`src/hw/rtl/ppd_pkg.sv`:
```
// shared types and constants of the point to polygon distance core
package ppd_pkg;

    localparam int CFG_INDEX_W = 8;

    localparam logic [CFG_INDEX_W-1:0] REG_QUERY_X = 8'd0;
    localparam logic [CFG_INDEX_W-1:0] REG_QUERY_Y = 8'd1;

    // multiply schedule, one op per cycle, issued in this order
    localparam logic [3:0] OP_WXEY = 4'd0;
    localparam logic [3:0] OP_WYEX = 4'd1;
    localparam logic [3:0] OP_LHS  = 4'd2;
    localparam logic [3:0] OP_RHS  = 4'd3;
    localparam logic [3:0] OP_EXX  = 4'd4;
    localparam logic [3:0] OP_EYY  = 4'd5;
    localparam logic [3:0] OP_WXE  = 4'd6;
    localparam logic [3:0] OP_WYE  = 4'd7;
    localparam logic [3:0] OP_WXX  = 4'd8;
    localparam logic [3:0] OP_WYY  = 4'd9;
    localparam logic [3:0] OP_UXX  = 4'd10;
    localparam logic [3:0] OP_UYY  = 4'd11;
    localparam logic [3:0] OP_CLL  = 4'd12;
    localparam logic [3:0] OP_CHL  = 4'd13;
    localparam logic [3:0] OP_CHH  = 4'd14;
    localparam logic [3:0] OP_NOP  = 4'd15;

    typedef struct packed {
        logic       accept;
        logic       load_edge;
        logic       edge_close;
        logic [3:0] mul_op;
        logic       div_init;
        logic       div_step;
        logic       commit;
        logic       finish;
        logic       sqrt_init;
        logic       sqrt_step;
        logic       out_load;
    } ppd_cmd_t;

    typedef struct packed {
        logic loop_started;
        logic end_loop;
        logic end_region;
        logic need_div;
    } ppd_status_t;

endpackage

```
`src/hw/rtl/ppd_ctrl.sv`:
```
// sequencer for edge evaluation, division, square root and result handoff
module ppd_ctrl #(
    parameter int COORD_BITS = 24
) (
    input  logic                 clk,
    input  logic                 rst_n,
    input  logic                 in_valid,
    output logic                 in_ready,
    output logic                 out_valid,
    input  logic                 out_ready,
    input  ppd_pkg::ppd_status_t status,
    output ppd_pkg::ppd_cmd_t    cmd
);

    localparam int DIV_STEPS  = 2 * COORD_BITS + 1;
    localparam int SQRT_STEPS = COORD_BITS + 1;
    localparam int CNT_W      = $clog2(2 * COORD_BITS + 2);

    localparam logic [2:0] S_IDLE   = 3'd0;
    localparam logic [2:0] S_NEXT   = 3'd1;
    localparam logic [2:0] S_MUL    = 3'd2;
    localparam logic [2:0] S_CHK    = 3'd3;
    localparam logic [2:0] S_DIV    = 3'd4;
    localparam logic [2:0] S_COMMIT = 3'd5;
    localparam logic [2:0] S_SQRT   = 3'd6;
    localparam logic [2:0] S_OUT    = 3'd7;

    logic [2:0]       state_reg, state_next;
    logic [CNT_W-1:0] cnt_reg, cnt_next;
    logic             started_reg, started_next;
    logic             closed_reg, closed_next;
    logic             out_valid_reg, out_valid_next;

    always_comb
    begin
        state_next   = state_reg;
        cnt_next     = cnt_reg;
        started_next = started_reg;
        closed_next  = closed_reg;
        cmd          = '0;
        cmd.mul_op   = ppd_pkg::OP_NOP;
        case (state_reg)
            S_IDLE:
            begin
                if (in_valid)
                begin
                    cmd.accept   = 1'b1;
                    started_next = status.loop_started;
                    closed_next  = 1'b0;
                    state_next   = S_NEXT;
                end
            end
            S_NEXT:
            begin
                if (started_reg)
                begin
                    cmd.load_edge = 1'b1;
                    started_next  = 1'b0;
                    cnt_next      = '0;
                    state_next    = S_MUL;
                end
                else if ((status.end_loop || status.end_region) && !closed_reg)
                begin
                    cmd.load_edge  = 1'b1;
                    cmd.edge_close = 1'b1;
                    closed_next    = 1'b1;
                    cnt_next       = '0;
                    state_next     = S_MUL;
                end
                else
                begin
                    cmd.finish = 1'b1;
                    if (status.end_region)
                    begin
                        cmd.sqrt_init = 1'b1;
                        cnt_next      = '0;
                        state_next    = S_SQRT;
                    end
                    else
                    begin
                        state_next = S_IDLE;
                    end
                end
            end
            S_MUL:
            begin
                cmd.mul_op = cnt_reg[3:0];
                cnt_next   = cnt_reg + CNT_W'(1);
                if (cnt_reg[3:0] == ppd_pkg::OP_NOP)
                begin
                    state_next = S_CHK;
                end
            end
            S_CHK:
            begin
                if (status.need_div)
                begin
                    cmd.div_init = 1'b1;
                    cnt_next     = '0;
                    state_next   = S_DIV;
                end
                else
                begin
                    state_next = S_COMMIT;
                end
            end
            S_DIV:
            begin
                cmd.div_step = 1'b1;
                cnt_next     = cnt_reg + CNT_W'(1);
                if (cnt_reg == CNT_W'(DIV_STEPS - 1))
                begin
                    state_next = S_COMMIT;
                end
            end
            S_COMMIT:
            begin
                cmd.commit = 1'b1;
                state_next = S_NEXT;
            end
            S_SQRT:
            begin
                cmd.sqrt_step = 1'b1;
                cnt_next      = cnt_reg + CNT_W'(1);
                if (cnt_reg == CNT_W'(SQRT_STEPS - 1))
                begin
                    state_next = S_OUT;
                end
            end
            S_OUT:
            begin
                if (!out_valid_reg || out_ready)
                begin
                    cmd.out_load = 1'b1;
                    state_next   = S_IDLE;
                end
            end
            default:
            begin
                state_next = S_IDLE;
            end
        endcase
    end

    always_comb
    begin
        out_valid_next = out_valid_reg;
        if (out_valid_reg && out_ready)
        begin
            out_valid_next = 1'b0;
        end
        if (cmd.out_load)
        begin
            out_valid_next = 1'b1;
        end
    end

    always_ff @(posedge clk or negedge rst_n)
    begin
        if (!rst_n)
        begin
            state_reg     <= S_IDLE;
            cnt_reg       <= '0;
            started_reg   <= 1'b0;
            closed_reg    <= 1'b0;
            out_valid_reg <= 1'b0;
        end
        else
        begin
            state_reg     <= state_next;
            cnt_reg       <= cnt_next;
            started_reg   <= started_next;
            closed_reg    <= closed_next;
            out_valid_reg <= out_valid_next;
        end
    end

    assign in_ready  = (state_reg == S_IDLE);
    assign out_valid = out_valid_reg;

endmodule

```
`config.mk`:
```
export PLATFORM = sky130hd
export DESIGN_NAME = ppd_ctrl
export DESIGN_NICKNAME = d
export VERILOG_FILES = /design/src/hw/rtl/ppd_pkg.sv /design/src/hw/rtl/ppd_ctrl.sv
export SDC_FILE = /design/constraint.sdc
export NUM_CORES = 1
export LEC_CHECK = 0
export BUFFER_PORTS_ARGS = -buffer_cell sky130_fd_sc_hd__buf_2
export CAP_MARGIN = 20
export CORE_MARGIN = 2
export CORE_UTILIZATION = 45
export CTS_CLUSTER_SIZE = 20
export DETAILED_ROUTE_END_ITERATION = 8
export HOLD_SLACK_MARGIN = 0.12
export PLACE_DENSITY = 0.71
export SYNTH_ARGS = -nofsm -noshare
export SYNTH_HDL_FRONTEND = slang
export SYNTH_SLANG_ARGS = --single-unit
```
`constraint.sdc`:
```
create_clock -name clk -period 3.1 [get_ports clk]
set_clock_uncertainty 0.2 [all_clocks]
set_input_delay 0 -clock clk [delete_from_list [all_inputs] [get_ports clk]]
set_output_delay 0 -clock clk [all_outputs]
set_load 0.01 [all_outputs]
```
==> results of run 1 <==
## repair_timing
| action | 4_1_cts | 5_1_grt |
|---|---|---|
| setup buffers | 0 | 0 |
| hold buffers | 10 | 0 |
| hold endpoints to repair | 25 | 0 |
## report_power, final
part | switching (mW) | leakage [nW] | internal (mW) | total (mW)
Combinational | 0.253 | 0.324 | 0.219 | 0.472
Sequential | 0.101 | 0.157 | 0.214 | 0.316
Clock | 0.0542 | 0.0210 | 0.0715 | 0.126
## critical path, cell delays in order, from the launching register on
cell           delay (ps)
dfrtp_1               610
nand2b_1              170
or3_4                 380
nor3_1                240
o21bai_1              140
dlygate4sd3_1         560
## metrics by stage
stage / hold WS [ps] / setup slack [ps] / total power [mW]
2_1_floorplan: -496 / 1450 / 0.635
3_3_place_gp: -301 / 1230 / 0.758
3_5_place_dp: -300 / 1210 / 0.767
4_1_cts: 227 / 731 / 0.925
5_1_grt: 252 / 609 / 1.00
6_report: 220 / 747 / 0.914
## metal layers
metal / part of all wire, % / global-route usage, % / vias to the layer above
li1: - / - / 415
met1: 45 / 22.2 / 375
met2: 48 / 33.2 / 20
met3: 3.7 / 2.38 / 5
met4: 2.3 / 10.3 / 0
met5: 0 / 0 / -
## cells by family after synthesis
group,Yosys count
and+or+nand+nor,49
AOI/OAI and AO/OA,26
DFF,12
buffers and inverters,10
adders and majority gates,2
muxes,1
## synthesized netlist by cell type, types with 2 or more instances
cell and n:
nand3_1 2, o21ai_0 8, buf_2 2, a31oi_1 5, inv_1 6, or3_1 3, nor2b_1 2, nand2_1 14
ha_1 2, o21ai_1 2, nor3_1 6, dfrtp_1 12, nor2_1 14, nand2b_1 4, a21oi_1 3
## path summary, 6_finish.rpt
check | startpoint | endpoint | slack (ps) | cells after the start
max reg2reg | state_reg[0]$_DFFE_PN0P_ | closed_reg$_DFFE_PN0P_ | 750 | 5
max | state_reg[0]$_DFFE_PN0P_ | closed_reg$_DFFE_PN0P_ | 750 | 5
min in group asynchronous | rst_n | started_reg$_DFFE_PN0P_ | 570 | 3
min | status[2] | cmd[3] | 220 | 5
min reg2reg | cnt_reg[5]$_DFFE_PN0P_ | cnt_reg[5]$_DFFE_PN0P_ | 310 | 1
max in group asynchronous | rst_n | state_reg[2]$_DFFE_PN0P_ | 1750 | 3
## area by class of cell
class / instances / area (um2) / share of cell area, %
Clock buffer: 4 / 36.3 / 3.51
Inverter: 6 / 22.5 / 2.18
Multi-Input combinational cell: 78 / 439 / 42.4
Sequential cell: 12 / 300 / 29.0
Tap cell: 17 / 21.3 / 2.06
Timing Repair Buffer: 33 / 215 / 20.8
==> reports/metrics.cfg, run 1 <==
[global_route]
via_count_of_the_first_global_routing_pass=668
grt_max_degree=17
overall_global_routing_usage_pct=19.0
grt_overflow=0
wire_length_of_the_first_global_routing_pass_um=2860
antenna_found_initial=0

[clocking]
clkTransAtPathRegs_ps=80
cts_buffers=3
clock_tree.htree_level_count=1
clock_sinks=12
ctsResizeCount=0
clkLatencyLatePin_ps=280
cts_root_buffer=clkbuf_4
tritoncts=built
cts-root-to-sink-buffers=2

[logic_synthesis]
synth.yosys.warnings=0
synth_xor_area_share_pct=0
postSynthRegisterBits=12
synth.net_count=110
async_flop_share_pct=100
yosys.area.top_type_share_pct=38.3
netlist_instances=100
dominant_combinational_cell_family_by_area_after_synthesis=simple AND/OR/NAND/NOR gates
synth_sequential_area_ratio_pct=38.3
yosys.area_share.adder_pct=3.19
synth_area_leader_cell=dfrtp_1
synth.distinct_cells=30
synthSimpleGateAreaFrac_pct=29.9
ys_top_cells_by_area=dfrtp_1 (38%), nand2_1 (6.7%), nor2_1 (6.7%)
post_synth_edffs=0
share_of_the_synthesized_area_in_compound_gates_ao_oa_aoi_oai_pct=21.6
post_synth_instance_area_um2=783
synthFlopType=dfrtp_1
yosys-mux-area-fraction_pct=1.44
avgSynthCellArea_um2=7.83

[die]
chipHeight_um=45.7
fp.dieArea_um2=2090
fp-row-count=15
die_w_um=45.7
initial_core_util_pct=46.4
core_region_area_um2=1690
num_io_pins=24

[drt]
final_antenna_net_count=0
total_vias_in_the_final_route=815
wl_um=1820
firstDrtPassIters=4
detail_route.vias_per_cell=5.43
detail_route.wl_per_cell_um=12.1
detailed_route_drc_error_count=0
initialDrtViolationCount=11

[setup_path]
cp-end-kind=flop
setup.worst_path.start_class=flop
critical_path_required_ps=3120
critical_path.max_fanout=16
critical_path_arrival_ps=2370
worstSetupPathType=flop to flop

[power_and_ir_drop]
p_per_area_nw_per_um2=883
ir_drop_v=0.000422
p_leak_nw=0.502

[layout]
stdcell_count=150
post_route_cells_drive_above_1_share_pct=22.6
fill_cells=163
finalNetCount=144
final_util_pct=61.3
leading_cell_type_in_the_layout_fill_and_taps_excluded=buf_2
antenna-diode-count=0
most-common-layout-cells=buf_2 (23), nand2_1 (14), nor2_1 (14)
layout.cell_area.non_filler_um2=1030
synthToLayoutAreaGrowth_pct=32.1
largest_reg_flops=6

[outcome]
run_status=complete, no violations

[sta]
post-route-min-period_ps=2350
setup_tns_ps=0
maxClockFrequency_mhz=425
setup_viol=0
maxSlewViolCount=0
grt_setup_unrepaired=false
worst_max_slew_pin_slew_ps=571
slew_headroom_pct=61.8
final_hold_viol_count=0
timing.final.crit_share_pct=75.9

[run]
maximum_capacitance_violations=0

[hold_path]
hold_class=primary input to primary output

[placed_design]
place.detailed.hpwl_um=1320
placement.cell_area_um2=898
finalWeightedCongestion=0.802
placement.io_buffers=23
dp.cells=136

(Power assumes the default switching activity.)
==> run 2: changes to the inputs <==
--- a/config.mk
+++ b/config.mk
@@ -8,11 +8,11 @@
 export BUFFER_PORTS_ARGS = -buffer_cell sky130_fd_sc_hd__buf_2
 export CAP_MARGIN = 20
 export CORE_MARGIN = 2
-export CORE_UTILIZATION = 45
+export CORE_UTILIZATION = 44
 export CTS_CLUSTER_SIZE = 20
 export DETAILED_ROUTE_END_ITERATION = 8
 export HOLD_SLACK_MARGIN = 0.12
-export PLACE_DENSITY = 0.71
+export PLACE_DENSITY = 0.73
 export SYNTH_ARGS = -nofsm -noshare
 export SYNTH_HDL_FRONTEND = slang
 export SYNTH_SLANG_ARGS = --single-unit
==> constraint.sdc (replaced) <==
create_clock -name clk -period 2.01 [get_ports clk]
set_clock_uncertainty 0.2 [all_clocks]
set_input_delay 0 -clock clk [delete_from_list [all_inputs] [get_ports clk]]
set_output_delay 0 -clock clk [all_outputs]
set_load 0.01 [all_outputs]
==> run 2 against run 1 <==
Die area rose by 2.1%; register-to-register slack got worse by 660 ps; non-clock buffer count rose by 3; critical path type unchanged; cell count rose by 7.3%; sequential power rose by 45%; power rose by 59%; via count rose by 1.3%.
==> reports/metrics.cfg, run 2 (same netlist as run 1, synthesis figures left out) <==
[drt]
initialDrtViolationCount=17  ; +6
final_antenna_net_count=0  ; unchanged
detail_route.vias_per_cell=5.13  ; -5.6%
detailed_route_drc_error_count=0  ; unchanged
wl_um=1860  ; +2.2%
detail_route.wl_per_cell_um=11.5  ; -4.8%
total_vias_in_the_final_route=826  ; +1.3%
firstDrtPassIters=4  ; unchanged

[clocking]
clkTransAtPathRegs_ps=80  ; about the same
cts_root_buffer=clkbuf_4
cts_buffers=3  ; unchanged
cts_setup_buffers=0  ; unchanged
clock_sinks=12  ; unchanged
tritoncts=built
cts-root-to-sink-buffers=2  ; unchanged
clock_tree.htree_level_count=1  ; unchanged
clkLatencyLatePin_ps=260  ; -20 ps

[global_route]
via_count_of_the_first_global_routing_pass=713  ; +6.7%
grt_overflow=0  ; unchanged
overall_global_routing_usage_pct=19.7  ; +0.77 points
grt_max_degree=17  ; unchanged
antenna_found_initial=0  ; unchanged
wire_length_of_the_first_global_routing_pass_um=3030  ; +5.8%

[outcome]
run_status=complete, no violations

[hold_path]
holdPathEnd=cmd[6]
min_from=status[0]
hold_class=primary input to primary output
timing.hold.worst_path_depth=4  ; -1

[run]
maximum_capacitance_violations=0  ; unchanged

[power_and_ir_drop]
power.sequential.fraction_pct=31.5  ; -3.0 points
sw_frac_of_total_pct=44.0  ; -0.77 points
p_comb_share_pct=55.2  ; +3.5 points
ir_drop_v=0.000809  ; +92%
internal_power_uw=815  ; +61%
total_power_mw=1.45  ; +59%
p_per_area_nw_per_um2=1360  ; +54%
p_leak_nw=0.517  ; +2.9%
p_switching_uw=640  ; +56%
share_clk_of_total_power_pct=13.2  ; -0.6 points

[sta]
slew_headroom_pct=61.2  ; -0.58 points
maxSlewViolCount=0  ; unchanged
final_hold_viol_count=0  ; unchanged
timing.final.crit_share_pct=95.4  ; +20 points
timing.hold.ws_ps=136  ; -84.1 ps
setup_slack_ps=92.2  ; -655 ps
worst_max_slew_pin_slew_ps=580  ; +8.73 ps
setup_viol=0  ; unchanged
post-route-min-period_ps=1920  ; -435 ps
grt_setup_unrepaired=false
setup_tns_ps=0  ; unchanged
maxClockFrequency_mhz=521  ; +23%

[setup_path]
cp-end-kind=flop
timing.reg2reg.worst_path_depth=5  ; unchanged
cpMaxStageDelayCell=dlygate4sd3_1
worst-path-buf-inv=2  ; +1
timing.critical_path.slowest_cell_delay_ps=570  ; -40 ps
worstSetupPathType=flop to flop
setup.worst_path.start_class=flop
critical_path_arrival_ps=1900  ; -470 ps
critical_path.cell_chain=inv_1 -> a21o_1 -> dlygate4sd3_1 -> o211a_4 -> a31oi_1
critical_path_required_ps=1990  ; -1130 ps
rrSetupSlack_ps=90  ; -660 ps
rr_endpoint=cnt_reg[4]$_DFFE_PN0P_
critical_path.max_fanout=6  ; -10
cpLargestDelayFamily=buffers and inverters
r2r-start=closed_reg$_DFFE_PN0P_

[die]
die_w_um=46.2  ; +1.0%
initial_core_util_pct=45.9  ; -0.51 points
fp-row-count=15  ; unchanged
num_io_pins=24  ; unchanged
core_region_area_um2=1710  ; +1.1%
chipHeight_um=46.2  ; +1.0%
fp.dieArea_um2=2130  ; +2.1%

[placed_design]
placement.cell_area_um2=938  ; +4.5%
dp.cells=148  ; +8.8%
finalWeightedCongestion=0.764  ; -4.8%
preCtsSetupSlack_ps=268  ; -941 ps
placement.io_buffers=23  ; unchanged
place.detailed.hpwl_um=1350  ; +2.1%

[layout]
stdcell_count=161  ; +7.3%
post_route_cells_drive_above_1_share_pct=26.5  ; +3.9 points
finalNetCount=147  ; +2.1%
largest_reg_flops=6  ; unchanged
final_util_pct=62.6  ; +1.3 points
layout.cell_area.non_filler_um2=1070  ; +3.3%
leading_cell_type_in_the_layout_fill_and_taps_excluded=buf_2
antenna-diode-count=0  ; unchanged
most-common-layout-cells=buf_2 (23), nand2_1 (14), nor2_1 (13)
synthToLayoutAreaGrowth_pct=36.4

[run 2: cell count changes in the layout (fill, tap and decap cells not counted), sizes merged]
| cell | change |
|---|---|
| buf | +4 |
| dlygate4sd3 | -1 |
[run 2: what timing repair did]
| action | 4_1_cts | 5_1_grt |
|---|---|---|
| gates resized for setup | 0 | 2 |
| hold endpoints to repair | 24 | 0 |
| setup endpoints to repair | 0 | 1 |
| hold buffers | 9 | 0 |
[run 2: power by group through the flow]
stage | clock network, mW | logic [mW] | registers (mW)
after global routing | 0.206 | 0.915 | 0.478
after CTS | 0.195 | 0.803 | 0.450
final | 0.192 | 0.803 | 0.459
after detailed placement | 0 | 0.775 | 0.455
after floorplan | 0 | 0.570 | 0.410
after global placement | 0 | 0.775 | 0.449
[run 2: final cells by class]
type                       instances  area, um2
inverter                           6       22.5
clock buffer                       4       36.3
multi-input combinational         78        442
tap                               25       31.3
fill                             151        639
timing repair buffer              36        235
sequential                        12        302
[run 2: worst register-to-register path, delay by kind of cell (launching register included)]
| family | cells | cell delay, ps |
|---|---|---|
| flip-flops | 1 | 400 |
| AO/OA/AOI/OAI | 3 | 600 |
| buffers and inverters | 2 | 640 |
[run 2: worst max path at each step]
stage                                   startpoint                 endpoint  slack (ps)  cells past startpoint
after floorplan           state_reg[2]$_DFFE_PN0P_   closed_reg$_DFFE_PN0P_         360                      4
after global placement    state_reg[1]$_DFFE_PN0P_   cnt_reg[2]$_DFFE_PN0P_         320                      3
after detailed placement  state_reg[1]$_DFFE_PN0P_   cnt_reg[4]$_DFFE_PN0P_         270                      3
after CTS                 state_reg[1]$_DFFE_PN0P_  started_reg$_DFFE_PN0P_          70                      4
after global routing        closed_reg$_DFFE_PN0P_   cnt_reg[2]$_DFFE_PN0P_          20                      5
final                       closed_reg$_DFFE_PN0P_   cnt_reg[4]$_DFFE_PN0P_          90                      5
[run 2: routing by layer]
metal	up-vias	track usage [%]	part of all wire, %
li1	422	-	-
met1	376	25.1	47
met2	26	33.9	48
met3	2	3.92	4.6
met4	0	5.14	0.70
met5	-	0	0
==> run 3: changes to the inputs <==
==> constraint.sdc (replaced) <==
create_clock -name clk -period 2.01 [get_ports clk]
set_clock_uncertainty 0.2 [all_clocks]
set_input_delay 0 -clock clk [delete_from_list [all_inputs] [get_ports clk]]
set_output_delay 0 -clock clk [all_outputs]
set_load 0.05 [all_outputs]
==> run 3 against run 2 <==
Cell area grew 3.5%; sequential power about the same; cell count increased by 1.2%; combinational power up 46%; utilization up 2.2 points; critical path type is now flop to primary output; first-iteration DRC count up 41%; count of clock-buffer cells in the layout unchanged; critical path depth is the same.
==> reports/metrics.cfg, run 3 (same netlist as run 1, synthesis figures left out) <==
[die]
chipHeight_um=46.2  ; unchanged
fp.dieArea_um2=2130  ; unchanged
initial_core_util_pct=45.9  ; unchanged
die_w_um=46.2  ; unchanged
core_region_area_um2=1710  ; unchanged
fp-row-count=15  ; unchanged
num_io_pins=24  ; unchanged

[setup_path]
critical_path.cell_chain=buf_4 -> or3_1 -> clkinvlp_4 -> and2_2 -> clkbuf_4
cp-end-kind=primary output
r2r-start=state_reg[2]$_DFFE_PN0P_
critical_path.startpoint=state_reg[2]$_DFFE_PN0P_
cpLargestDelayFamily=simple AND/OR/NAND/NOR gates
timing.critical_path.slowest_cell_delay_ps=440  ; -130 ps
critical_path_required_ps=1810  ; -180 ps
critical_path.max_fanout=10  ; +4
worstSetupPathType=flop to primary output
cpMaxStageDelayCell=or3_1
critical_path_arrival_ps=1730  ; -170 ps
setup.worst_path.start_class=flop
worst-path-buf-inv=3  ; +1

[layout]
finalNetCount=149  ; +1.4%
stdcell_count=163  ; +1.2%
fill_cells=146  ; -3.3%
antenna-diode-count=0  ; unchanged
post_route_cells_drive_above_1_share_pct=29.7  ; +3.2 points
final_util_pct=64.8  ; +2.2 points
leading_cell_type_in_the_layout_fill_and_taps_excluded=buf_2
synthToLayoutAreaGrowth_pct=41.2
largest_reg_flops=6  ; unchanged
most-common-layout-cells=buf_2 (22), nand2_1 (14), nor2_1 (13)
layout.cell_area.non_filler_um2=1110  ; +3.5%

[drt]
final_antenna_net_count=0  ; unchanged
total_vias_in_the_final_route=851  ; +3.0%
detailed_route_drc_error_count=0  ; unchanged
initialDrtViolationCount=24  ; +7
detail_route.vias_per_cell=5.22  ; +1.8%
firstDrtPassIters=5  ; +1
wl_um=2020  ; +9.1%
detail_route.wl_per_cell_um=12.4  ; +7.7%

[global_route]
use_met3_pct=5.10  ; +1.2 points
grt_max_degree=17  ; unchanged
met2_routing_resource_usage_after_global_routing_pct=35.3  ; +1.4 points
global_route.peak_usage_layer=met2
grt_overflow=0  ; unchanged
wire_length_of_the_first_global_routing_pass_um=3110  ; +2.7%
antenna_found_initial=0  ; unchanged
via_count_of_the_first_global_routing_pass=720  ; +0.98%
gr-usage-met1_pct=24.5  ; -0.55 points
overall_global_routing_usage_pct=21.2  ; +1.4 points

[placed_design]
dp.cells=148  ; unchanged
preCtsSetupSlack_ps=250  ; -17.8 ps
placement.io_buffers=23  ; unchanged
place.detailed.hpwl_um=1400  ; +3.8%
finalWeightedCongestion=0.774  ; +1.4%
placement.cell_area_um2=955  ; +1.7%

[sta]
setup_tns_ps=0  ; unchanged
maxSlewViolCount=0  ; unchanged
maxClockFrequency_mhz=518  ; -0.74%
final_hold_viol_count=0  ; unchanged
worst_max_slew_pin_slew_ps=571  ; -8.75 ps
timing.hold.ws_ps=325  ; +189 ps
post-route-min-period_ps=1930  ; +14.3 ps
setup_viol=0  ; unchanged
grt_setup_unrepaired=false
timing.final.crit_share_pct=96.1  ; +0.71 points
slew_headroom_pct=61.8  ; +0.59 points
setup_slack_ps=77.9  ; -14.3 ps

[power_and_ir_drop]
p_leak_nw=0.521  ; +0.84%
p_per_area_nw_per_um2=1650  ; +21%
ir_drop_v=0.000914  ; +13%
total_power_mw=1.83  ; +26%

[clocking]
clock_sinks=12  ; unchanged
cts-root-to-sink-buffers=2  ; unchanged
clkLatencyLatePin_ps=280  ; +20 ps
cts_root_buffer=clkbuf_4
clkTransAtPathRegs_ps=80  ; about the same
tritoncts=built
clock_tree.htree_level_count=1  ; unchanged
cts_buffers=3  ; unchanged

[outcome]
run_status=complete, no violations

[hold_path]
min_from=cnt_reg[5]$_DFFE_PN0P_
hold_class=flop to flop

[run]
maximum_capacitance_violations=0  ; unchanged

[run 3: final timing paths]
check	to	slack, ps	cells past startpoint
worst min-delay path	cnt_reg[5]$_DFFE_PN0P_	320	1
worst min register to register	cnt_reg[5]$_DFFE_PN0P_	320	1
worst max-delay path	cmd[13]	80	5
worst max register to register	started_reg$_DFFE_PN0P_	130	5
min in group asynchronous	state_reg[2]$_DFFE_PN0P_	570	3
max in group asynchronous	closed_reg$_DFFE_PN0P_	630	3
[run 3: cell type report]
class / instances / area, um2 / share of cell area, %
clock buffers: 4 / 36.3 / 3.28
inverters: 6 / 26.3 / 2.38
multi-input cells: 78 / 454 / 41.1
flip-flops and latches: 12 / 303 / 27.4
well taps: 25 / 31.3 / 2.83
repair buffers: 38 / 255 / 23.1
[run 3: what timing repair did]
action / 4_1_cts / 5_1_grt
hold endpoints to repair: 24 / 0
hold buffers: 10 / 0
gates resized for setup: 0 / 4
setup endpoints to repair: 0 / 13
buffers inserted: 0 / 1
[run 3: power breakdown]
group | switching, mW | internal, mW | total (mW)
sequential | 0.124 | 0.335 | 0.458
combinational | 0.773 | 0.399 | 1.17
clock | 0.0880 | 0.110 | 0.198
total | 0.985 | 0.844 | 1.83
[run 3: routing by layer]
metal  share of wire, %  routed length [um]  vias up
met2                 47                 945       23
met4                2.0                  41        0
met3                3.7                  75        5
met5                  0                   0        -
li1                   -                   -      428
met1                 48                 962      395
